===== config.mk =====
export PLATFORM = sky130hd
export DESIGN_NAME = pche_ctrl
export DESIGN_NICKNAME = d
export VERILOG_FILES = /design/src/rtl/core/pche_pkg.sv /design/src/rtl/core/pche_ctrl.sv
export SDC_FILE = /design/constraint.sdc
export NUM_CORES = 1
export LEC_CHECK = 0
export BUFFER_PORTS_ARGS = -buffer_cell sky130_fd_sc_hd__buf_2
export CAP_MARGIN = 20
export CORE_MARGIN = 5
export CORE_UTILIZATION = 40
export CTS_BUF_LIST = sky130_fd_sc_hd__clkbuf_2 sky130_fd_sc_hd__clkbuf_4 sky130_fd_sc_hd__clkbuf_8
export CTS_CLUSTER_SIZE = 28
export DETAILED_ROUTE_END_ITERATION = 6
export MAX_ROUTING_LAYER = met4
export PLACE_DENSITY = 0.63
export SLEW_MARGIN = 5
export SYNTH_ARGS = -nofsm -noshare
export SYNTH_HDL_FRONTEND = slang
export SYNTH_SLANG_ARGS = --single-unit

===== constraint.sdc =====
create_clock -name clk -period 2.6 [get_ports clk]
set_input_delay 0.26 -clock clk [delete_from_list [all_inputs] [get_ports clk]]
set_output_delay 0.26 -clock clk [all_outputs]
set_load 0.005 [all_outputs]

===== src/rtl/core/pche_pkg.sv =====
// Shared types, constants and command codes for the cubic Hermite evaluator.
// No dependencies; every other file of the block but pche_ram imports this package.
`default_nettype none

package pche_pkg;

  // Default sizes; the top level hands them down as parameters.
  localparam int MAX_KNOTS_DEF     = 256;
  localparam int FRACTION_BITS_DEF = 16;

  // Opcodes of an input beat.
  localparam logic OP_WRITE = 1'b0;
  localparam logic OP_EVAL  = 1'b1;

  // Result status codes.
  localparam logic [1:0] ST_OK    = 2'd0;
  localparam logic [1:0] ST_BELOW = 2'd1;
  localparam logic [1:0] ST_ABOVE = 2'd2;
  localparam logic [1:0] ST_SAT   = 2'd3;

  // Configuration register indexes.
  localparam logic REG_KNOT_COUNT  = 1'b0;
  localparam logic REG_EXTRAPOLATE = 1'b1;

  // Datapath commands issued by the controller.
  localparam logic [3:0] CMD_NONE     = 4'd0;
  localparam logic [3:0] CMD_WRITE    = 4'd1;
  localparam logic [3:0] CMD_LOAD     = 4'd2;
  localparam logic [3:0] CMD_FIRST    = 4'd3;
  localparam logic [3:0] CMD_LAST     = 4'd4;
  localparam logic [3:0] CMD_CHECK    = 4'd5;
  localparam logic [3:0] CMD_SRCH_RD  = 4'd6;
  localparam logic [3:0] CMD_CMP      = 4'd7;
  localparam logic [3:0] CMD_SEG0     = 4'd8;
  localparam logic [3:0] CMD_SEG1     = 4'd9;
  localparam logic [3:0] CMD_SEG2     = 4'd10;
  localparam logic [3:0] CMD_DIVI     = 4'd11;
  localparam logic [3:0] CMD_DIV      = 4'd12;
  localparam logic [3:0] CMD_MUL_GO   = 4'd13;
  localparam logic [3:0] CMD_MUL_TAKE = 4'd14;
  localparam logic [3:0] CMD_FIN      = 4'd15;

  // Index of the last product in the evaluation sequence.
  localparam logic [2:0] MUL_LAST = 3'd7;

  typedef struct packed {
    logic        opcode;
    logic [7:0]  entry_index;
    logic signed [31:0] knot_position;
    logic signed [31:0] knot_value;
    logic signed [31:0] knot_slope;
    logic signed [31:0] query_point;
  } pche_in_t;

  typedef struct packed {
    logic signed [31:0] result;
    logic [1:0]         status;
  } pche_out_t;

  typedef struct packed {
    logic [3:0] op;
    logic [2:0] mul_sel;
  } pche_cmd_t;

  typedef struct packed {
    logic range_hit;
    logic search_done;
    logic div_done;
    logic mul_done;
  } pche_stat_t;

endpackage

`default_nettype wire


===== src/rtl/core/pche_ctrl.sv =====
// Controller state machine: sequences table reads, search, divide and
// products by issuing commands to the datapath. Uses pche_pkg.
`default_nettype none

module pche_ctrl (
  input  wire logic                 clk,
  input  wire logic                 rst,
  input  wire logic                 start,
  input  wire logic                 opcode,
  input  wire pche_pkg::pche_stat_t stat,
  output pche_pkg::pche_cmd_t       cmd,
  output logic                      busy
);
  import pche_pkg::*;

  localparam logic [3:0] S_IDLE  = 4'd0;
  localparam logic [3:0] S_FIRST = 4'd1;
  localparam logic [3:0] S_LAST  = 4'd2;
  localparam logic [3:0] S_CHECK = 4'd3;
  localparam logic [3:0] S_SRCH  = 4'd4;
  localparam logic [3:0] S_CMP   = 4'd5;
  localparam logic [3:0] S_SEG1  = 4'd6;
  localparam logic [3:0] S_SEG2  = 4'd7;
  localparam logic [3:0] S_DIVI  = 4'd8;
  localparam logic [3:0] S_DIV   = 4'd9;
  localparam logic [3:0] S_MULS  = 4'd10;
  localparam logic [3:0] S_MULW  = 4'd11;
  localparam logic [3:0] S_FIN   = 4'd12;

  logic [3:0] state;
  logic [3:0] state_next;
  logic [2:0] mul_sel;
  logic [2:0] mul_sel_next;

  // Next state and command decode.
  always_comb begin
    state_next   = state;
    mul_sel_next = mul_sel;
    cmd.op       = CMD_NONE;
    cmd.mul_sel  = mul_sel;
    case (state)
      S_IDLE: begin
        if (start) begin
          if (opcode == OP_WRITE) begin
            cmd.op = CMD_WRITE;
          end else begin
            cmd.op     = CMD_LOAD;
            state_next = S_FIRST;
          end
        end
      end
      S_FIRST: begin
        cmd.op     = CMD_FIRST;
        state_next = S_LAST;
      end
      S_LAST: begin
        cmd.op     = CMD_LAST;
        state_next = S_CHECK;
      end
      S_CHECK: begin
        cmd.op     = CMD_CHECK;
        state_next = stat.range_hit ? S_IDLE : S_SRCH;
      end
      S_SRCH: begin
        if (stat.search_done) begin
          cmd.op     = CMD_SEG0;
          state_next = S_SEG1;
        end else begin
          cmd.op     = CMD_SRCH_RD;
          state_next = S_CMP;
        end
      end
      S_CMP: begin
        cmd.op     = CMD_CMP;
        state_next = S_SRCH;
      end
      S_SEG1: begin
        cmd.op     = CMD_SEG1;
        state_next = S_SEG2;
      end
      S_SEG2: begin
        cmd.op     = CMD_SEG2;
        state_next = S_DIVI;
      end
      S_DIVI: begin
        cmd.op     = CMD_DIVI;
        state_next = S_DIV;
      end
      S_DIV: begin
        if (stat.div_done) begin
          mul_sel_next = '0;
          state_next   = S_MULS;
        end else begin
          cmd.op = CMD_DIV;
        end
      end
      S_MULS: begin
        cmd.op     = CMD_MUL_GO;
        state_next = S_MULW;
      end
      S_MULW: begin
        if (stat.mul_done) begin
          cmd.op = CMD_MUL_TAKE;
          if (mul_sel == MUL_LAST) begin
            state_next = S_FIN;
          end else begin
            mul_sel_next = mul_sel + 3'd1;
            state_next   = S_MULS;
          end
        end
      end
      S_FIN: begin
        cmd.op     = CMD_FIN;
        state_next = S_IDLE;
      end
      default: begin
        state_next = S_IDLE;
      end
    endcase
  end

  assign busy = (state != S_IDLE);

  // State registers.
  always_ff @(posedge clk) begin
    if (rst) begin
      state   <= S_IDLE;
      mul_sel <= '0;
    end else begin
      state   <= state_next;
      mul_sel <= mul_sel_next;
    end
  end

endmodule

`default_nettype wire


Yosys cells after proc, flatten, opt, wreduce, memory -nomap -nowiden

Cells that the tools add are included.

Bits in registers: 7
Bits in latches: 0
RAM bits: 0
Memory bits (read-only): 0
Input port bits: 8
Output and inout port bits: 8
Word-level logic and storage cells: 44
Memories: 0

$add $sub $neg: 1
Multiply operators: 0
Div/mod/pow operators: 0
$lt $le $gt $ge: 0
Eq/ne operators: 18
Shift operators: 0
Muxes and demuxes: 18
Bitwise logic cells: 0
Reductions and logical operators: 5

Operator list:

| kind                                                 | number |
|---|---|
| case mux 4 bit (13 select lines)                     | 1 |
| case mux 4 bit (12 select lines)                     | 1 |
| 2-to-1 mux 4 bit                                     | 7 |
| equality test 4 bit (second input constant)          | 5 |
| equality test 4 x 3 -> 1 bit (second input constant) | 4 |
| 2-to-1 mux 3 bit                                     | 5 |
| inequality test 2 bit (second input constant)        | 5 |
| equality test 4 x 2 -> 1 bit (second input constant) | 2 |
| AND reduction 4 bit                                  | 2 |
| 2-to-1 mux 2 bit                                     | 3 |
| case mux 3 bit (2 select lines)                      | 1 |
| equality test 4 x 1 -> 1 bit (second input constant) | 1 |
| logical NOT 4 bit                                    | 1 |
| nonzero test 4 bit                                   | 1 |
| adder 3 x 1 -> 3 bit (second input constant)         | 1 |
| equality test 3 bit (second input constant)          | 1 |
| nonzero test 2 bit                                   | 1 |

Logic depth before layout (Yosys ltp)

Gate-level depths: netlist (run 1).

Word-level depth: 4
Depth in mapped cells: 6
Depth with buffers taken out: 6

Least setup slack after synthesis (run 1)

OpenSTA, ideal clock, no wires.

Path kind: reg2reg
From: register mul_sel[0]
To: register state[1]
Library setup time: 92 ps
Arrival: 1,498 ps
Data required time: 2,508 ps
Path slack: 1,010 ps
Stages on the path, launching flop included: 7
Buffers on the path: 0
Clock period less this slack: 1,590 ps
Path through: dfxtp_1 ha_1 ha_1 and2b_1 nor2_1 or4_1 o32ai_1

Cells in the longest elaborated chain, start to end: 4

RTL lines:

| element                          | RTL line         | RTL |
|---|---|---|
| start: declaration               | pche_ctrl.sv:32  | `logic [2:0] mul_sel;` |
| start signal: assignment         | pche_ctrl.sv:131 | `mul_sel <= mul_sel_next;` |
| equality test 3 bit              | pche_ctrl.sv:104 | `if (mul_sel == MUL_LAST) begin` |
| 2-to-1 mux 3 bit                 | pche_ctrl.sv:104 |  |
| 2-to-1 mux 4 bit                 | pche_ctrl.sv:102 | `if (stat.mul_done) begin` |
| case mux 4 bit (12 select lines) | pche_ctrl.sv:41  | `case (state)` |
| end signal: assignment           | pche_ctrl.sv:130 | `state <= state_next;` |
| end: declaration                 | pche_ctrl.sv:30  | `logic [3:0] state;` |

No other way between the ends. The select of a mux whose other input is x is not followed.
A chain may end at the register's enable or synchronous reset.

==> results of run 1 <==
-- Yosys cell counts, drive strengths merged (3+ instances only) --
library cell,count,area (sq um)
nand2,8,30.0
a21oi,7,35.0
dfxtp,7,140
nor2,8,30.0
or4,3,26.3
o21ai,4,20.0
buf,5,32.5
nor2b,3,26.3
nand3,4,20.0
-- logic make-up after synthesis --
group | Yosys count | synth area share (%)
and+or+nand+nor | 35 | 33.8
AOI/OAI and AO/OA | 23 | 25.7
buffers and inverters | 9 | 7.88
DFF | 7 | 23.2
muxes | 3 | 5.19
adders and majority gates | 2 | 4.15
-- worst max-delay path, stage by stage (launching register included) --
cell,delay (ps)
dfxtp_1,690
nand2_1,200
o221ai_1,290
o221ai_1,170
buf_2,170
-- final timing paths --
kind	from	end	slack, ps	cells after the start
max	state[1]	cmd[5]	570	4
max reg2reg	state[1]	mul_sel[0]	830	4
min reg2reg	mul_sel[0]	mul_sel[0]	500	2
min	stat[0]	state[1]	270	2
-- state kept, by name, indices dropped and copies added (netlist names) --
| signal | count |
|---|---|
| state | 4 |
| mul_sel | 3 |
-- through the flow --
step           setup WS (ps)  std cells  hold WS [ps]
2_1_floorplan           1010         79           377
3_3_place_gp             866        103           478
3_5_place_dp             842        103           491
4_1_cts                  582        107           276
5_1_grt                  383        107           281
6_report                 569        107           275
-- metal layers --
metal / vias up / global-route usage [%]
met5: - / -
met4: 0 / 5.38
met3: 4 / 2.45
met2: 13 / 21.3
met1: 274 / 17.8
li1: 318 / -
-- cells in the final DEF, fill, tap and decap left out --
master / count
buf_2: 15
nand2_1: 8
nor2_1: 8
a21oi_1: 7
dfxtp_1: 7
nand3_1: 4
o21ai_0: 4
clkbuf_4: 4
inv_1: 2
a21o_1: 2
o221ai_1: 2
nor2b_1: 2
nor3b_1: 2
or4_1: 2
and4_1: 2
mux2i_1: 2
ha_1: 2
a2bb2oi_1: 1
a211oi_1: 1
or2b_1: 1
nor2b_4: 1
o311ai_0: 1
or4_4: 1
mux2_2: 1
nand4_2: 1
or3_1: 1
a31oi_1: 1
o211ai_2: 1
and2b_1: 1
a22oi_1: 1
nor3_1: 1
o31ai_1: 1
o32ai_1: 1
-- power by group --
part | total [uW] | switching (uW) | internal [uW]
clock | 107 | 38.6 | 68.9
combinational | 48.9 | 23.3 | 25.6
sequential | 120 | 9.83 | 110
total | 276 | 71.7 | 204
-- cell type report --
| class | instances | area (sq um) | share of cell area (%) |
|---|---|---|---|
| repair buffers | 15 | 75.1 | 10.9 |
| clock buffers | 4 | 30.0 | 4.36 |
| well taps | 16 | 20.0 | 2.91 |
| flip-flops and latches | 7 | 140 | 20.4 |
| multi-input cells | 63 | 415 | 60.4 |
| inverters | 2 | 7.51 | 1.09 |
==> out/metrics.yaml, run 1 <==
run_status:
  outcome: "finished clean"
worst_setup_path:
  path_class: "register to primary output"
  cp-end-kind: "primary output"
  worstPathRequired_ps: 2340
  crit_fanout: 20
  start_kind: "register"
  worst_ep_arrival_time_ps: 1770
finish:
  nets: 102
  stdcell_area_sq_um: 688
  fillers: 167
  drive_gt1_share_pct: 26.4
  area_growth_pct: 14.1
  num_antenna_cells: 0
  post-route-util_pct: 46.8
clock_network:
  cts_buffers: 3
  htreeDepth: 1
  cts_hold_buffers: 0
  cts_buffer_depth: 2
  clock_latency_ps: 250
  cts-root-buf: "clkbuf_4"
  cts.clk_slew.worst_paths_ps: 50
  tritoncts: "done"
  post_cts_buffers: 0
  cts_resized: 0
  cts.sinks: 7
synthesis:
  synth_nets: 89
  syn_inst: 79
  yosysUniqueCellTypes: 36
  synth_edf_count: 0
  syn-cell-area_sq_um: 603
  syn_avg_cell_area_sq_um: 7.63
  synthArstFlopShare_pct: 0
  ys_seq_area_share_pct: 23.2
  yosys_warnings: 0
  ys_ff_latch: 7
  ys.flop_type: "dfxtp_1"
job:
  drv_cap: 0
grt:
  antenna_found_initial: 0
  grt_usage_pct: 13.8
  grt_pass1_vias: 587
  grt_max_degree: 21
  grt_pass1_wl_um: 2640
  grt-ovfl-total: 0
pwr:
  powerDensity_mw_per_mm2: 401
  power.leakage_uw: 0.000302
  irDropWorstVdd_mv: 0.339
  finalPower_uw: 276
sta:
  min_period_ps: 2030
  rsz0062_at_grt: "false"
  finClkSkew_ps: 2.49
  min_period_over_period_pct: 78.1
  setup_violations: 0
  hold_viol_final: 0
  drv_slew: 0
  relSlewSlack_pct: 60.1
  tns_ps: 0
  tightest_slew_ps: 598
  fmax_ghz: 0.492
detailed_routing:
  dr.pass1.iters: 4
  ant_nets: 0
  drt_iter0_markers: 9
  wl_met2_um: 675
  num_vias: 609
  wl_met3_um: 49
  highest_layer: "met4"
  wl_per_cell_um: 13.5
  wirelength_um: 1450
  drc_errors: 0
  via_per_inst: 5.69
  met1_length_um: 692
floorplanning:
  die_h_um: 48.8
  start_util_pct: 41.0
  num_io_pins: 16
  die_width_um: 48.8
  die_area_sq_mm: 0.00238
  row_count: 14
  core_area_sq_mm: 0.00147
placement:
  portBuffers: 15
  placed_area_sq_um: 658
  post-dp-hpwl_um: 1050
  place.gp.congestion: 0.810
hold_path:
  worstHoldPathType: "primary input to register"
Power figures use the tool's default switching activity.
==> inputs of run 2 (changes only) <==
- clock period: 2.6 -> 2.1 ns (I/O delays scaled with it)
==> out/metrics.yaml, run 2 (synthesized netlist as in run 1, its figures left out) <==
detailed_routing:
  wirelength_um: 1530  # was 1450 um
  ant_nets: 0  # unchanged
  via_per_inst: 5.81  # was 5.69
  drc_errors: 0  # unchanged
  drt_iter0_markers: 13  # was 9
  num_vias: 633  # was 609
  wl_per_cell_um: 14.1  # was 13.5 um
  dr.pass1.iters: 4  # unchanged
finish:
  fillers: 156  # was 167
  top_regs: "state x4, mul_sel x3"  # unchanged
  nets: 104  # was 102
  final_common_cell: "buf_2"  # unchanged
  area_growth_pct: 16.6  # was 14.1%
  mostFrequentLayoutCells: "buf_2 (15), nand2_1 (8), nor2_1 (8)"  # unchanged
  top_register: "state"  # unchanged
  drive_gt1_share_pct: 28.0  # was 26.4%
  num_antenna_cells: 0  # unchanged
  largest_reg_flops: 4  # unchanged
grt:
  grt-ovfl-total: 0  # unchanged
  grt_max_degree: 19  # was 21
  top_usage_layer: "met2"  # unchanged
  grt_use_met3_pct: 3.06  # was 2.45%
  grt_pass1_wl_um: 2560  # was 2640 um
  met1_usage_pct: 15.6  # was 17.8%
  grt_usage_pct: 13.3  # was 13.8%
  grt_pass1_vias: 602  # was 587
  use_met2_pct: 22.8  # was 21.3%
  antenna_found_initial: 0  # unchanged
pwr:
  p_comb_share_pct: 19.8  # was 17.7%
  power.switching_uw: 90.5  # was 71.7 uW
  irDropWorstVdd_mv: 0.322  # was 0.339 mV
  power.leakage_uw: 0.000312  # was 0.000302 uW
  swShare_pct: 26.1  # was 26.0%
  power_frac_clock_pct: 38.5  # was 39.0%
  seqPwrFrac_pct: 41.7  # was 43.3%
  p_int_uw: 256  # was 204 uW
  powerDensity_mw_per_mm2: 493  # was 401 mW/mm^2
worst_setup_path:
  cp_cell_sequence: "nand2_1, o221ai_1, o311ai_0, buf_2"  # was nand2_1, o221ai_1, o221ai_1, buf_2
  path_class: "register to primary output"  # unchanged
  cp-end-kind: "primary output"  # unchanged
  slowest_stage: "dfxtp_1"  # unchanged
  worstPathRequired_ps: 1890  # was 2340 ps
  crit_path_max_incr_delay_ps: 590  # was 690 ps
  start_kind: "register"  # unchanged
  path_buf_inv: 1  # unchanged
  cp_top_family: "flip-flops"  # unchanged
  worst_ep_arrival_time_ps: 1660  # was 1770 ps
  crit_fanout: 14  # was 20
clock_network:
  cts_hold_buffers: 0  # unchanged
  cts_buffer_depth: 2  # unchanged
  cts-root-buf: "clkbuf_4"  # unchanged
  post_cts_buffers: 0  # unchanged
  cts_buffers: 3  # unchanged
  cts.sinks: 7  # unchanged
  cts_resized: 0  # unchanged
  tritoncts: "done"  # unchanged
  cts.clk_slew.worst_paths_ps: 50  # about the same
  htreeDepth: 1  # unchanged
  clock_latency_ps: 240  # was 250 ps
floorplanning:
  start_util_pct: 41.0  # unchanged
  die_area_sq_mm: 0.00238  # unchanged
  die_h_um: 48.8  # unchanged
  num_io_pins: 16  # unchanged
  core_area_sq_mm: 0.00147  # unchanged
  die_width_um: 48.8  # unchanged
  row_count: 14  # unchanged
sta:
  drv_slew: 0  # unchanged
  timing.final.ws_setup_ps: 235  # was 569 ps
  hold_viol_final: 0  # unchanged
  min_period_over_period_pct: 88.8
  rsz0062_at_grt: "false"  # unchanged
  setup_violations: 0  # unchanged
  tns_ps: 0  # unchanged
  tightest_slew_ps: 618  # was 598 ps
  fmax_ghz: 0.536
  min_period_ps: 1870
  relSlewSlack_pct: 58.8  # was 60.1%
  finClkSkew_ps: 1.08  # was 2.49 ps
run_status:
  outcome: "finished clean"  # unchanged
job:
  drv_cap: 0  # unchanged
placement:
  post-dp-hpwl_um: 1160  # was 1050 um
  pre_cts_ws_ps: 426  # was 842 ps
  portBuffers: 15  # unchanged
  place.gp.congestion: 0.785  # was 0.810
hold_path:
  worstHoldPathType: "primary input to register"  # unchanged
[run 2: cell count changes in the layout (fill, tap and decap cells not counted), sizes merged]
cell,change
buf,+2
[run 2: final cells by class]
cell class              count  area [sq um]  area share [%]
well taps                  16          20.0            2.85
clock buffers               4          30.0            4.27
repair buffers             17          90.1            12.8
multi-input cells          63           415            59.1
inverters                   2          7.51            1.07
flip-flops and latches      7           140            19.9
[run 2: metal layers]
metal  up-vias  wire (um)
li1        323          -
met1       291        666
met2        19        765
met3         0        102
met4         0          0
met5         -          0
[run 2: worst paths after layout]
check	from	to	slack, ps	cells past startpoint
max reg2reg	state[1]	state[0]	420	3
min	stat[0]	state[1]	210	2
min reg2reg	mul_sel[0]	mul_sel[0]	480	2
max	state[1]	cmd[6]	230	4
[run 2: power groups by stage]
stage	combinational (uW)	clock, uW	sequential (uW)
CTS	69.1	137	144
finish	68.5	133	145
global placement	67.7	0	147
global route	78.0	150	144
floorplan	47.5	0	142
detailed placement	68.8	0	147
[run 2: per-stage QoR]
step	util [%]	power, uW	hold WS [ps]	std cells	area [sq um]
after floorplan	-	189	327	79	603
after detailed placement	45.7	216	467	105	673
after global routing	47.8	373	225	109	703
final	47.8	347	213	109	703
after CTS	47.8	351	206	109	703
after global placement	45.7	215	460	105	673
